<file path="src/rtl/cfd_pkg.sv">
`timescale 1ns / 1ps
// ----------------------------------------------------------------------------
// cfd_pkg
// Shared constants, types and the field layout table for the deframer.
// ----------------------------------------------------------------------------
package cfd_pkg;

	localparam int FRAME_BYTES = 48;
	localparam int FILL_W      = $clog2(FRAME_BYTES + 1);
	localparam int SUM_FIRST   = 2;
	localparam int SUM_LAST    = 44;
	localparam int SUM_POS     = 45;
	localparam int TAIL_POS0   = FRAME_BYTES - 2;
	localparam int TAIL_POS1   = FRAME_BYTES - 1;
	localparam int PAY_BYTES   = SUM_LAST - SUM_FIRST + 1;
	localparam int NUM_FIELDS  = 25;
	localparam int IDX_W       = 5;
	localparam int VAL_W       = 17;

	typedef logic [7:0]       byte_t;
	typedef logic [IDX_W-1:0] idx_t;
	typedef logic [1:0]       kind_t;

	localparam byte_t HEAD0      = 8'hD1;
	localparam byte_t HEAD1      = 8'h5B;
	localparam byte_t TAIL0      = 8'h6B;
	localparam byte_t TAIL1      = 8'h1D;
	localparam byte_t VISION_BIT = 8'h01;

	localparam idx_t LAST_IDX = idx_t'(NUM_FIELDS - 1);

	localparam kind_t KIND_U8  = 2'd0;
	localparam kind_t KIND_U16 = 2'd1;
	localparam kind_t KIND_S16 = 2'd2;

	// Fields tile the payload bytes in order, so only the width of each one
	// is needed to walk through them.
	function automatic kind_t fld_kind(input idx_t idx);
		kind_t k;
		case (idx) inside
			5'd0, 5'd1, 5'd10, 5'd11, 5'd16, 5'd19, 5'd20: k = KIND_U8;
			5'd2, 5'd3, 5'd8, 5'd9:                        k = KIND_U16;
			default:                                       k = KIND_S16;
		endcase
		return k;
	endfunction

endpackage

</file>
<file path="src/rtl/checksummed_frame_deframer.sv">
`timescale 1ns / 1ps
// ----------------------------------------------------------------------------
// checksummed_frame_deframer
// Serial byte deframer with sync header, tail and XOR checksum check.
// ----------------------------------------------------------------------------
// One byte is taken per cycle. Once 48 bytes have gathered since the last good
// frame, the window is checked in the next cycle (bytes keep flowing in); a
// good frame is copied into the field walker, which emits its 25 fields at one
// per cycle while out_ready is high, through a registered output. A failed check
// slides the window by one byte. Input ready drops only when a second good
// frame is complete while the walker is still emitting the previous one, which
// can happen only if the output side stalls while that frame is emitted.
module checksummed_frame_deframer (
	input  logic                              clk,
	input  logic                              arst_n,
	input  logic                              in_valid,
	output logic                              in_ready,
	input  cfd_pkg::byte_t                    rx_byte,
	output logic                              out_valid,
	input  logic                              out_ready,
	output cfd_pkg::idx_t                     field_index,
	output logic signed [cfd_pkg::VAL_W-1:0]  field_value,
	output logic                              last_field,
	output logic                              vision_on,
	output logic                              enable_changed
);
	import cfd_pkg::*;

	logic  launch;
	logic  emit_busy;
	byte_t pay [PAY_BYTES];

	cfd_window u_window (
		.clk       (clk),
		.arst_n    (arst_n),
		.in_valid  (in_valid),
		.in_ready  (in_ready),
		.rx_byte   (rx_byte),
		.emit_busy (emit_busy),
		.launch    (launch),
		.pay       (pay)
	);

	cfd_emit u_emit (
		.clk            (clk),
		.arst_n         (arst_n),
		.launch         (launch),
		.pay            (pay),
		.busy           (emit_busy),
		.out_valid      (out_valid),
		.out_ready      (out_ready),
		.field_index    (field_index),
		.field_value    (field_value),
		.last_field     (last_field),
		.vision_on      (vision_on),
		.enable_changed (enable_changed)
	);

	a_last_flag: assert property (@(posedge clk) disable iff (!arst_n)
		out_valid |-> (last_field == (field_index == LAST_IDX)))
		else $error("last_field does not match the final field index");

	a_run_steps: assert property (@(posedge clk) disable iff (!arst_n)
		(out_valid && out_ready && !last_field) |=>
		(out_valid && field_index == $past(field_index) + idx_t'(1)
		&& vision_on == $past(vision_on)))
		else $error("field run broke before its last word");

	a_stall_cause: assert property (@(posedge clk) disable iff (!arst_n)
		!in_ready |-> (emit_busy && out_valid))
		else $error("input stalled without a pending result");

endmodule

</file>
<file path="src/rtl/cfd_window.sv">
`timescale 1ns / 1ps
// ----------------------------------------------------------------------------
// cfd_window
// Byte shift register with fill tracking, running checksum and frame check.
// ----------------------------------------------------------------------------
module cfd_window (
	input  logic                        clk,
	input  logic                        arst_n,
	input  logic                        in_valid,
	output logic                        in_ready,
	input  cfd_pkg::byte_t              rx_byte,
	input  logic                        emit_busy,
	output logic                        launch,
	output cfd_pkg::byte_t              pay [cfd_pkg::PAY_BYTES]
);
	import cfd_pkg::*;

	byte_t             sr_q [FRAME_BYTES];
	logic [FILL_W-1:0] fill_q;
	logic [FILL_W-1:0] written_q;
	byte_t             sum_q;

	logic              full;
	logic              match;
	logic              take;
	logic [FILL_W-1:0] fill_base;
	byte_t             sum_d;

	// The window is always the newest fill_q bytes of the shift register; a
	// check is only due when it spans the whole register.
	assign full  = (fill_q == FILL_W'(FRAME_BYTES));
	assign match = full && (sr_q[0] == HEAD0) && (sr_q[1] == HEAD1)
		&& (sr_q[TAIL_POS0] == TAIL0) && (sr_q[TAIL_POS1] == TAIL1)
		&& (sum_q == sr_q[SUM_POS]);

	assign in_ready = !(match && emit_busy);
	assign launch   = match && !emit_busy;
	assign take     = in_valid && in_ready;

	always_comb begin
		if (full) begin
			fill_base = match ? '0 : FILL_W'(FRAME_BYTES - 1);
		end else begin
			fill_base = fill_q;
		end
	end

	// The checksum register covers only bytes written since reset, so stale
	// register contents never enter it.
	always_comb begin
		sum_d = sum_q;
		if (written_q >= FILL_W'(FRAME_BYTES - SUM_FIRST)) begin
			sum_d = sum_d ^ sr_q[SUM_FIRST];
		end
		if (written_q >= FILL_W'(FRAME_BYTES - SUM_POS)) begin
			sum_d = sum_d ^ sr_q[SUM_POS];
		end
	end

	always_ff @(posedge clk or negedge arst_n) begin
		if (!arst_n) begin
			fill_q    <= '0;
			written_q <= '0;
			sum_q     <= '0;
		end else begin
			if (!(match && emit_busy)) begin
				fill_q <= fill_base + {{(FILL_W-1){1'b0}}, take};
			end
			if (take) begin
				sum_q <= sum_d;
				if (written_q != FILL_W'(FRAME_BYTES)) begin
					written_q <= written_q + {{(FILL_W-1){1'b0}}, 1'b1};
				end
			end
		end
	end

	always_ff @(posedge clk) begin
		if (take) begin
			for (int i = 0; i < FRAME_BYTES - 1; i++) begin
				sr_q[i] <= sr_q[i+1];
			end
			sr_q[FRAME_BYTES-1] <= rx_byte;
		end
	end

	always_comb begin
		for (int i = 0; i < PAY_BYTES; i++) begin
			pay[i] = sr_q[SUM_FIRST + i];
		end
	end

endmodule

</file>
<file path="src/rtl/cfd_emit.sv">
`timescale 1ns / 1ps
// ----------------------------------------------------------------------------
// cfd_emit
// Holds an accepted frame and walks its fields into the output register.
// ----------------------------------------------------------------------------
module cfd_emit (
	input  logic                              clk,
	input  logic                              arst_n,
	input  logic                              launch,
	input  cfd_pkg::byte_t                    pay [cfd_pkg::PAY_BYTES],
	output logic                              busy,
	output logic                              out_valid,
	input  logic                              out_ready,
	output cfd_pkg::idx_t                     field_index,
	output logic signed [cfd_pkg::VAL_W-1:0]  field_value,
	output logic                              last_field,
	output logic                              vision_on,
	output logic                              enable_changed
);
	import cfd_pkg::*;

	byte_t            pay_q [PAY_BYTES];
	byte_t            pay_d [PAY_BYTES];
	logic             busy_q;
	idx_t             idx_q;
	logic             von_q;
	logic             chg_q;
	logic             prev_von_q;
	logic             out_valid_q;

	logic             advance;
	logic             new_von;
	kind_t            kind;
	logic [VAL_W-1:0] value;

	assign busy      = busy_q;
	assign out_valid = out_valid_q;
	assign advance   = busy_q && (!out_valid_q || out_ready);
	assign new_von   = |(pay[0] & VISION_BIT);
	assign kind      = fld_kind(idx_q);

	always_comb begin
		case (kind)
			KIND_U8:  value = {9'd0, pay_q[0]};
			KIND_U16: value = {1'b0, pay_q[1], pay_q[0]};
			default:  value = {pay_q[1][7], pay_q[1], pay_q[0]};
		endcase
	end

	// Consume one or two bytes from the front, depending on the field width.
	always_comb begin
		for (int i = 0; i < PAY_BYTES; i++) begin
			pay_d[i] = pay_q[i];
			if (kind == KIND_U8) begin
				if (i + 1 < PAY_BYTES) begin
					pay_d[i] = pay_q[i+1];
				end
			end else begin
				if (i + 2 < PAY_BYTES) begin
					pay_d[i] = pay_q[i+2];
				end
			end
		end
	end

	always_ff @(posedge clk or negedge arst_n) begin
		if (!arst_n) begin
			busy_q      <= 1'b0;
			idx_q       <= '0;
			prev_von_q  <= 1'b0;
			out_valid_q <= 1'b0;
		end else begin
			if (launch) begin
				busy_q     <= 1'b1;
				idx_q      <= '0;
				prev_von_q <= new_von;
			end else if (advance) begin
				idx_q <= idx_q + idx_t'(1);
				if (idx_q == LAST_IDX) begin
					busy_q <= 1'b0;
				end
			end
			if (advance) begin
				out_valid_q <= 1'b1;
			end else if (out_ready) begin
				out_valid_q <= 1'b0;
			end
		end
	end

	always_ff @(posedge clk) begin
		if (launch) begin
			pay_q <= pay;
			von_q <= new_von;
			chg_q <= new_von ^ prev_von_q;
		end else if (advance) begin
			pay_q <= pay_d;
		end
		if (advance) begin
			field_index    <= idx_q;
			field_value    <= value;
			last_field     <= (idx_q == LAST_IDX);
			vision_on      <= von_q;
			enable_changed <= chg_q;
		end
	end

endmodule
</file>
<file path="config.mk">
export PLATFORM = sky130hd
export DESIGN_NAME = checksummed_frame_deframer
export DESIGN_NICKNAME = d
export VERILOG_FILES = /design/src/rtl/cfd_pkg.sv /design/src/rtl/checksummed_frame_deframer.sv /design/src/rtl/cfd_window.sv /design/src/rtl/cfd_emit.sv
export SDC_FILE = /design/constraint.sdc
export NUM_CORES = 1
export LEC_CHECK = 0
export BUFFER_PORTS_ARGS = -buffer_cell sky130_fd_sc_hd__clkbuf_2
export CAP_MARGIN = 20
export CORE_MARGIN = 1
export CORE_UTILIZATION = 40
export CTS_CLUSTER_DIAMETER = 80
export DETAILED_ROUTE_END_ITERATION = 6
export SLEW_MARGIN = 20
export SYNTH_ARGS = -nofsm -noshare
export SYNTH_HDL_FRONTEND = slang
export SYNTH_HIERARCHICAL = 1
export SYNTH_SLANG_ARGS = --single-unit
</file>
<file path="constraint.sdc">
create_clock -name clk -period 13.9 [get_ports clk]
set_input_delay 2.085 -clock clk [delete_from_list [all_inputs] [get_ports clk]]
set_output_delay 2.085 -clock clk [all_outputs]
set_load 0.005 [all_outputs]
</file>
### Word level (Yosys, flattened, before mapping)

Memory sizes are Yosys's and may differ from the RTL's.
Cells that the tools add are included.

* memory bits (writable): 384
* bits in registers: 399
* memories: 1
* output and inout bits: 27
* word-level logic and storage cells: 169
* bits of input ports: 12

Memories
* u_window.sr_q: depth 48, bits a word 8, rd ports 48, clocked after memory_dff 0, wr ports 48, RTL line cfd_window.sv:18 `byte_t sr_q [FRAME_BYTES];`

* add/sub/neg operators: 3
* order comparisons: 2
* muxes and demuxes: 60
* reduce and logical (&&, ||, !) cells: 24
* bitwise gates (word level): 3
* equality and inequality tests: 19

Operators by type and width (number)
* 344-bit two-way mux: 2
* 8-bit two-way mux: 44
* 17-bit one-hot mux with 2 select lines: 1
* 5-bit by 4-bit equality test with 1-bit output (second input constant): 4
* 5-bit equality test (second input constant): 4
* 8-bit by 7-bit equality test with 1-bit output (second input constant): 2
* 8-bit bitwise XOR: 2
* 6-bit two-way mux: 2
* 5-bit by 2-bit equality test with 1-bit output (second input constant): 2
* 5-bit two-way mux: 2
* 1-bit logical AND: 9
* 8-bit by 5-bit equality test with 1-bit output (second input constant): 1
* 8-bit equality test: 1
* 8-bit equality test (second input constant): 1
* 2-bit nonzero test: 4
* 1-bit two-way mux: 7
* 7-bit OR reduction: 1
* 6-bit by 1-bit adder with 6-bit output: 1
* 6-bit by 1-bit adder with 6-bit output (second input constant): 1
* 6-bit equality test (second input constant): 1
* 6-bit by 2-bit >= comparator with 1-bit output (second input constant): 1
* 6-bit >= comparator (second input constant): 1
* 6-bit != test (second input constant): 1
* 2-bit AND reduction: 3
* other kinds (10): 13

### Logic depth before layout (Yosys ltp)

Gate-level depths: netlist (run 1).

* depth in word-level cells: 11
* gate-level depth with buffers: 11
* mapped depth without buffers: 11

### Modules after synthesis

Netlist (run 1), hierarchy kept.

By module, submodules not included
* cfd_emit: area an instance 20308.2 µm², times used 1, cells an instance 1986
* cfd_window: area an instance 14522.7 µm², times used 1, cells an instance 736

### Least setup slack after synthesis (run 1)

OpenSTA, ideal clock, no wires.

* path type: register to register
* from: memory u_window/sr_q[2][111] (netlist name)
* to: register u_emit/pay_q[100] (netlist name), enable pin
* slack: 3116 ps
* path buffers: 3
* period minus slack after synthesis: 10784 ps
* setup time: 750 ps
* arrival time: 10034 ps
* required time: 13150 ps
* stages on the path, launching flop included: 9
* cell sequence: edfxtp_1 xnor2_1 nand4_1 nor4_4 and3b_2 clkbuf_1 buf_2 clkbuf_1 nand2b_1

RTL lines
* start, declared: RTL line cfd_window.sv:18
* end signal, assigned: RTL line cfd_emit.sv:93 `pay_q <= pay;`
* end signal, assigned: RTL line cfd_emit.sv:97 `pay_q <= pay_d;`
* end, declared: RTL line cfd_emit.sv:22 `byte_t pay_q [PAY_BYTES];`

==> flow_metrics.py, run 1 <==
metrics = {
    "timing": {
        "fin_crit_sh_pct": 38.0,
        "setup_slack_ns": 8.62,
        "finalSetupViolCount": 0,
        "max-slew-margin-rel_pct": 21.1,
        "hold_viol": 0,
        "drv_slew": 0,
        "fmax_mhz": 189,
        "min_period_ns": 5.28,
        "fin_skew_ns": 0.0377,
        "setup_tns_ns": 0,
        "hold_ws_ns": 0.417,
        "tightest_slew_ns": 1.18,
        "rsz0062_at_grt": "no",
    },
    "synth": {
        "ys_seq_area_share_pct": 67.1,
        "synth.distinct_cells": 56,
        "synth_most_common_cell": "edfxtp_1",
        "syn_inst": 2722,
        "ys_warn_count": 6,
        "synthXorXnorAreaFrac_pct": 0.704,
        "post_synth_main_area_contributors": "edfxtp_1, a31oi_1, nor2b_1",
        "synth_top_family_by_area": "compound AO/OA/AOI/OAI gates",
        "syn_nets": 2743,
        "yosys-top-cells-count": "edfxtp_1, a21oi_1, a31oi_1, nor2b_1, o21ai_0",
        "synth-simple-area-share_pct": 7.72,
        "synth-compound-area-share_pct": 16.0,
        "synth_area_um2": 34800,
        "async_reset_ff_share_pct": 3.58,
        "synth_mux_area_share_pct": 0.323,
        "ys_ff_latch": 783,
        "synth_area_leader_cell": "edfxtp_1",
        "yosys_most_used_dff": "edfxtp_1",
        "synth-adder-area-share_pct": 0.323,
        "synth_enable_flop_cells": 755,
        "avgSynthCellArea_um2": 12.8,
        "synth.top_cell.area_share_pct": 65.1,
    },
    "place": {
        "hpwl_mm": 31.5,
        "routabilityCongestion": 0.708,
        "port_buffers": 38,
        "preCtsSetupSlack_ns": 8.17,
    },
    "die": {
        "die_area_um2": 88300,
        "core_um2": 85700,
        "start_util_pct": 40.7,
        "io_pins": 39,
        "fp.dieW_um": 297,
        "rows": 107,
        "dieHeight_um": 297,
    },
    "finish": {
        "layout.nets": 2447,
        "area.growth.synth_to_final_pct": 5.22,
        "fillers": 7793,
        "drive_above_1_share_pct": 8.38,
    },
    "setup_path": {
        "worstPathRequired_ns": 14.11,
        "crit_chain": "nor4bb_1 > nand4_1 > nor4_4 > and3b_4 > nand2b_4 > buf_4 > buf_4",
        "timing.rr.start": "u_window/sr_q[2][116]",
        "endpoint_kind": "flop",
        "critPathSlowestCell": "buf_4",
        "arrival_ns": 5.49,
        "cp_common_cell": "buf_4",
        "crit_path_start": "u_window/sr_q[2][116]",
        "rr_endpoint": "u_emit/pay_q[331]",
        "cp-start-kind": "flop",
        "reg2reg_slack_ns": 8.62,
        "cpPeakStageDelay_ns": 0.92,
        "ff2ff_path_depth": 7,
        "crit_fanout": 76,
        "critPathKind": "reg -> reg",
    },
    "power_and_ir_drop": {
        "p_per_area_nw_per_um2": 136,
        "totalPowerFinal_mw": 4.99,
        "ir_drop_v": 0.0000886,
        "leakagePower_nw": 11.8,
    },
    "hold_path": {
        "min_from": "u_emit/pay_q[341]",
        "hp-class": "reg -> reg",
        "hold-path-endpoint": "u_emit/field_value[5]",
        "worstHoldPathCells": 0,
    },
    "global_routing": {
        "antenna_found_initial": 4,
        "grt_pass1_wl_mm": 106,
        "grt_util_all_layers_pct": 14.4,
        "overflow": 0,
        "grt_pass1_vias": 19800,
        "grt_max_degree": 257,
    },
    "flow_run": {
        "drv_cap": 0,
    },
    "cts": {
        "cts_hold_buffers": 0,
        "cts.sinks": 783,
        "cts_setup_buffers": 0,
        "htree_levels": 3,
        "cts_repair_resize_count": 0,
        "cts_buffers": 84,
        "insertion_delay_ns": 0.62,
        "clk_pin_slew_ns": 0.06,
        "cts_tree": "built",
        "clk_path_buf_depth": 3,
        "cts_root_buffer": "clkbuf_16",
    },
    "route": {
        "postRouteAntennaNets": 0,
        "dr.pass1.iters": 5,
        "viasPerCell": 5.54,
        "remaining_drc_errors": 0,
        "drt-initial-drc-count": 2254,
        "vias": 20200,
        "wl_mm": 64.9,
        "wl_per_cell_um": 17.8,
    },
    "outcome": {
        "outcome": "completed",
    },
}
[state kept, by name (all words and copies together) (netlist names)]
name and cells:
u_window/sr_q 384, u_emit/pay_q 336, u_emit/field_value 17, u_emit/pay_d 8, u_window/sum_q 8, u_window/fill_q 6, u_window/written_q 6, u_emit/field_index 5
u_emit/idx_q 5, u_emit/busy 1, u_emit/chg_q 1, u_emit/enable_changed 1, u_emit/last_field 1, u_emit/out_valid 1, u_emit/prev_von_q 1, u_emit/vision_on 1
u_emit/von_q 1
[layer usage]
metal | global-route usage [%] | part of all wire, %
met2 | 22.7 | 47
met1 | 20.4 | 47
met5 | 0 | 0
met3 | 2.38 | 4.7
met4 | 4.23 | 1.8
[area by class of cell]
class | count | area (um2) | share of cell area (%)
Antenna cell | 1 | 2.50 | 0.00683
Timing Repair Buffer | 59 | 427 | 1.16
Multi-Input combinational cell | 1489 | 8780 | 24.0
Inverter | 9 | 33.8 | 0.0922
Sequential cell | 783 | 23400 | 63.8
Clock buffer | 114 | 2330 | 6.35
Clock inverter | 40 | 269 | 0.734
Tap cell | 1144 | 1430 | 3.91
[cell usage in the layout, fill, tap and decap left out, types with 10 or more instances in the layout]
cell       instances
nor2_1            14
edfxtp_1         755
a31oi_1          329
xnor2_1           22
clkbuf_16         87
buf_4             14
nand2_1           17
clkinv_2          15
a21oi_1          329
dfrtp_1           28
clkinv_1          18
clkbuf_1          22
mux2_2            10
o21ai_0          327
nor2b_1          329
and3_1            19
clkbuf_2          38
[power breakdown]
group	total, mW	internal, mW	switching [mW]
Combinational	0.130	0.0578	0.0717
Clock	2.12	1.23	0.894
Sequential	2.74	2.68	0.0675
[worst max-delay path: cells and delay by family, from the launching register on]
family	cells	cell delay (ns)
buf+inv	2	1.79
flops	1	0.38
simple gates	5	2.52
[through the flow]
step | std cells | cell area [um2] | utilization (%)
finish | 3639 | 36600 | 42.8
global placement | 3484 | 34000 | 39.7
global route | 3638 | 36600 | 42.8
floorplan | 2722 | 34800 | -
CTS | 3638 | 36600 | 42.8
detailed placement | 3484 | 34000 | 39.7
[cells by family (layout without fill, tap and decap cells)]
logic type,count (synthesis),after routing
adders and majority gates,9,9
other,0,1
buffers and inverters,450,222
AOI/OAI and AO/OA,1011,1011
muxes,10,10
xor gates and xnor gates,28,28
DFF,783,783
and+or+nand+nor,431,431
[worst max-delay path by stage]
stage	endpoint	slack, ns
finish	u_emit/pay_q[331]	8.62
global route	u_emit/pay_q[337]	8.24
CTS	u_emit/pay_q[321]	8.53
detailed placement	u_emit/pay_q[146]	8.17
global placement	u_emit/pay_q[130]	8.27
floorplan	u_emit/pay_q[100]	3.12
Power figures use the tool's default switching activity.
==> inputs of run 2 (changes only) <==
Settings changed: ABC_AREA set to 1.
Clock period 13.9 ns to 4.7 ns, I/O delays scaled along.
==> flow_metrics.py, run 2 <==
metrics = {
    "outcome": {
        "outcome": "finished with violations",
        "violations": "max-slew violations",
    },
    "cts": {
        "cts_repair_resize_count": 0,
        "cts.sinks": 783,
        "clk_path_buf_depth": 3,
        "cts_tree": "built",
        "cts_root_buffer": "clkbuf_16",
        "cts_hold_buffers": 0,
        "cts_buffers": 85,
        "insertion_delay_ns": 0.63,
        "htree_levels": 3,
        "cts_setup_buffers": 0,
        "clk_pin_slew_ns": 0.06,
    },
    "timing": {
        "setup_slack_ns": 1.30,
        "finalSetupViolCount": 0,
        "hold_viol": 0,
        "drv_slew": 61,
        "fin_skew_ns": 0.0261,
        "max-slew-margin-rel_pct": -3.86,
        "min_period_ns": 3.40,
        "rsz0062_at_grt": "no",
        "hold_ws_ns": 0.178,
        "setup_tns_ns": 0,
        "fmax_mhz": 294,
        "tightest_slew_ns": 1.56,
        "fin_crit_sh_pct": 72.3,
    },
    "setup_path": {
        "arrival_ns": 3.88,
        "path_delay_family": "simple AND/OR/NAND/NOR gates",
        "crit_cells": 10,
        "worst-path-buf-inv": 3,
        "endpoint_kind": "flop",
        "timing.rr.start": "u_window/sr_q[0][13]",
        "endpoint": "u_emit/pay_q[88]",
        "critPathSlowestCell": "buf_12",
        "cp-start-kind": "flop",
        "cpPeakStageDelay_ns": 0.60,
        "crit_chain": "inv_1 > nand4_1 > or2_2 > nor4_1 > nand3_1 > nor2_4 > buf_12 > buf_12 > nand2_1 > nand2_1",
        "crit_fanout": 205,
        "critPathKind": "reg -> reg",
        "crit_path_start": "u_window/sr_q[0][13]",
        "ff2ff_path_depth": 10,
        "worstPathRequired_ns": 5.18,
        "rr_endpoint": "u_emit/pay_q[88]",
        "reg2reg_slack_ns": 1.30,
    },
    "synth": {
        "syn_inst": 3516,
        "yosys_most_used_dff": "edfxtp_1",
        "avgSynthCellArea_um2": 10.3,
        "synth_area_leader_cell": "edfxtp_1",
        "async_reset_ff_share_pct": 3.58,
        "ys_seq_area_share_pct": 64.6,
        "yosys-top-cells-count": "nand2_1, edfxtp_1, inv_1, nand3_1, nand4_1",
        "post_synth_main_area_contributors": "edfxtp_1, nand2_1, nand4_1",
        "syn_nets": 3537,
        "synth_most_common_cell": "nand2_1",
        "ys_ff_latch": 783,
        "synth.top_cell.area_share_pct": 62.6,
        "synth.distinct_cells": 35,
        "synth_enable_flop_cells": 755,
        "synth_area_um2": 36200,
        "ys_warn_count": 6,
    },
    "die": {
        "rows": 109,
        "io_pins": 39,
        "fp.dieW_um": 303,
        "start_util_pct": 40.6,
        "dieHeight_um": 303,
        "die_area_um2": 91700,
        "core_um2": 89100,
    },
    "global_routing": {
        "overflow": 0,
        "grt_pass1_vias": 22100,
        "antenna_found_initial": 1,
        "grt_pass1_wl_mm": 115,
        "grt_max_degree": 206,
        "grt_util_all_layers_pct": 15.4,
    },
    "place": {
        "routabilityCongestion": 0.772,
        "hpwl_mm": 33.9,
        "port_buffers": 38,
        "place_inst": 4308,
        "postPlaceCellArea_um2": 35700,
        "preCtsSetupSlack_ns": 1.25,
    },
    "finish": {
        "top_regs": "u_window/sr_q x384, u_emit/pay_q x336, u_emit/field_value x17",
        "drive_above_1_share_pct": 6.36,
        "finalNonFillerCells": 4470,
        "layout_common_cells": "nand2_1, edfxtp_1, inv_1",
        "area.growth.synth_to_final_pct": 6.40,
        "design_area_um2": 38500,
        "largest_reg_flops": 384,
        "regMostFlops": "u_window/sr_q",
        "layout.nets": 3251,
        "layout_commonest_cell": "nand2_1",
        "fin_util_pct": 43.2,
    },
    "power_and_ir_drop": {
        "ir_drop_v": 0.000536,
        "p_per_area_nw_per_um2": 561,
        "totalPowerFinal_mw": 21.6,
        "leakagePower_nw": 15.6,
    },
    "route": {
        "vias": 22600,
        "wl_mm": 69.0,
        "wl_per_cell_um": 15.4,
        "postRouteAntennaNets": 0,
        "met2RoutedLength_mm": 32.9,
        "wl_met3_mm": 3.16,
        "drt-initial-drc-count": 1787,
        "dr.pass1.iters": 5,
        "remaining_drc_errors": 0,
        "routed.top_layer": "met4",
        "viasPerCell": 5.06,
        "wl_met1_mm": 31.9,
    },
    "hold_path": {
        "hp-class": "in -> async",
    },
    "flow_run": {
        "drv_cap": 0,
    },
}
run 2: worst min-delay path by stage:
stage,from,slack [ns],to,cells after the start
finish,arst_n,0.18,u_window/sum_q[0],1
floorplan,u_emit/chg_q,0.40,u_emit/enable_changed,0
global route,arst_n,0.22,u_window/sum_q[7],1
detailed placement,u_emit/pay_q[343],0.40,u_emit/field_value[7],0
global placement,u_emit/pay_q[337],0.40,u_emit/field_value[1],0
CTS,arst_n,0.19,u_window/sum_q[2],1
run 2: cell type report:
class,instances,area [um2]
Multi-Input combinational cell,1898,8830
Clock buffer,118,2340
Fill cell,8265,50600
Clock inverter,42,418
Timing Repair Buffer,64,561
Antenna cell,2,5.00
Inverter,398,1520
Sequential cell,783,23400
Tap cell,1165,1460
run 2: report_power, final:
part | internal [mW] | switching, mW | total [mW]
combinational | 1.42 | 3.79 | 5.21
clock | 3.89 | 2.70 | 6.58
sequential | 9.40 | 0.407 | 9.81
total | 14.7 | 6.89 | 21.6
run 2: kinds of logic after synthesis:
group                      synth area share (%)
AOI/OAI and AO/OA                         0.349
DFF                                        64.6
xor gates and xnor gates                  0.674
and+or+nand+nor                            22.9
buffers and inverters                      11.2
adders and majority gates                 0.311
run 2: worst reg2reg max path, cell delays in order, from the launching register on:
cell      delay, ns
edfxtp_1       0.42
inv_1          0.08
nand4_1        0.08
or2_2          0.29
nor4_1         0.32
nand3_1        0.18
nor2_4         0.21
buf_12         0.60
buf_12         0.65
nand2_1        0.33
nand2_1        0.11
run 2: layer usage:
layer	vias up	track usage, %
met3	77	2.76
met1	11000	20.7
met5	-	0
met2	411	25.5
met4	0	4.14
li1	11100	-
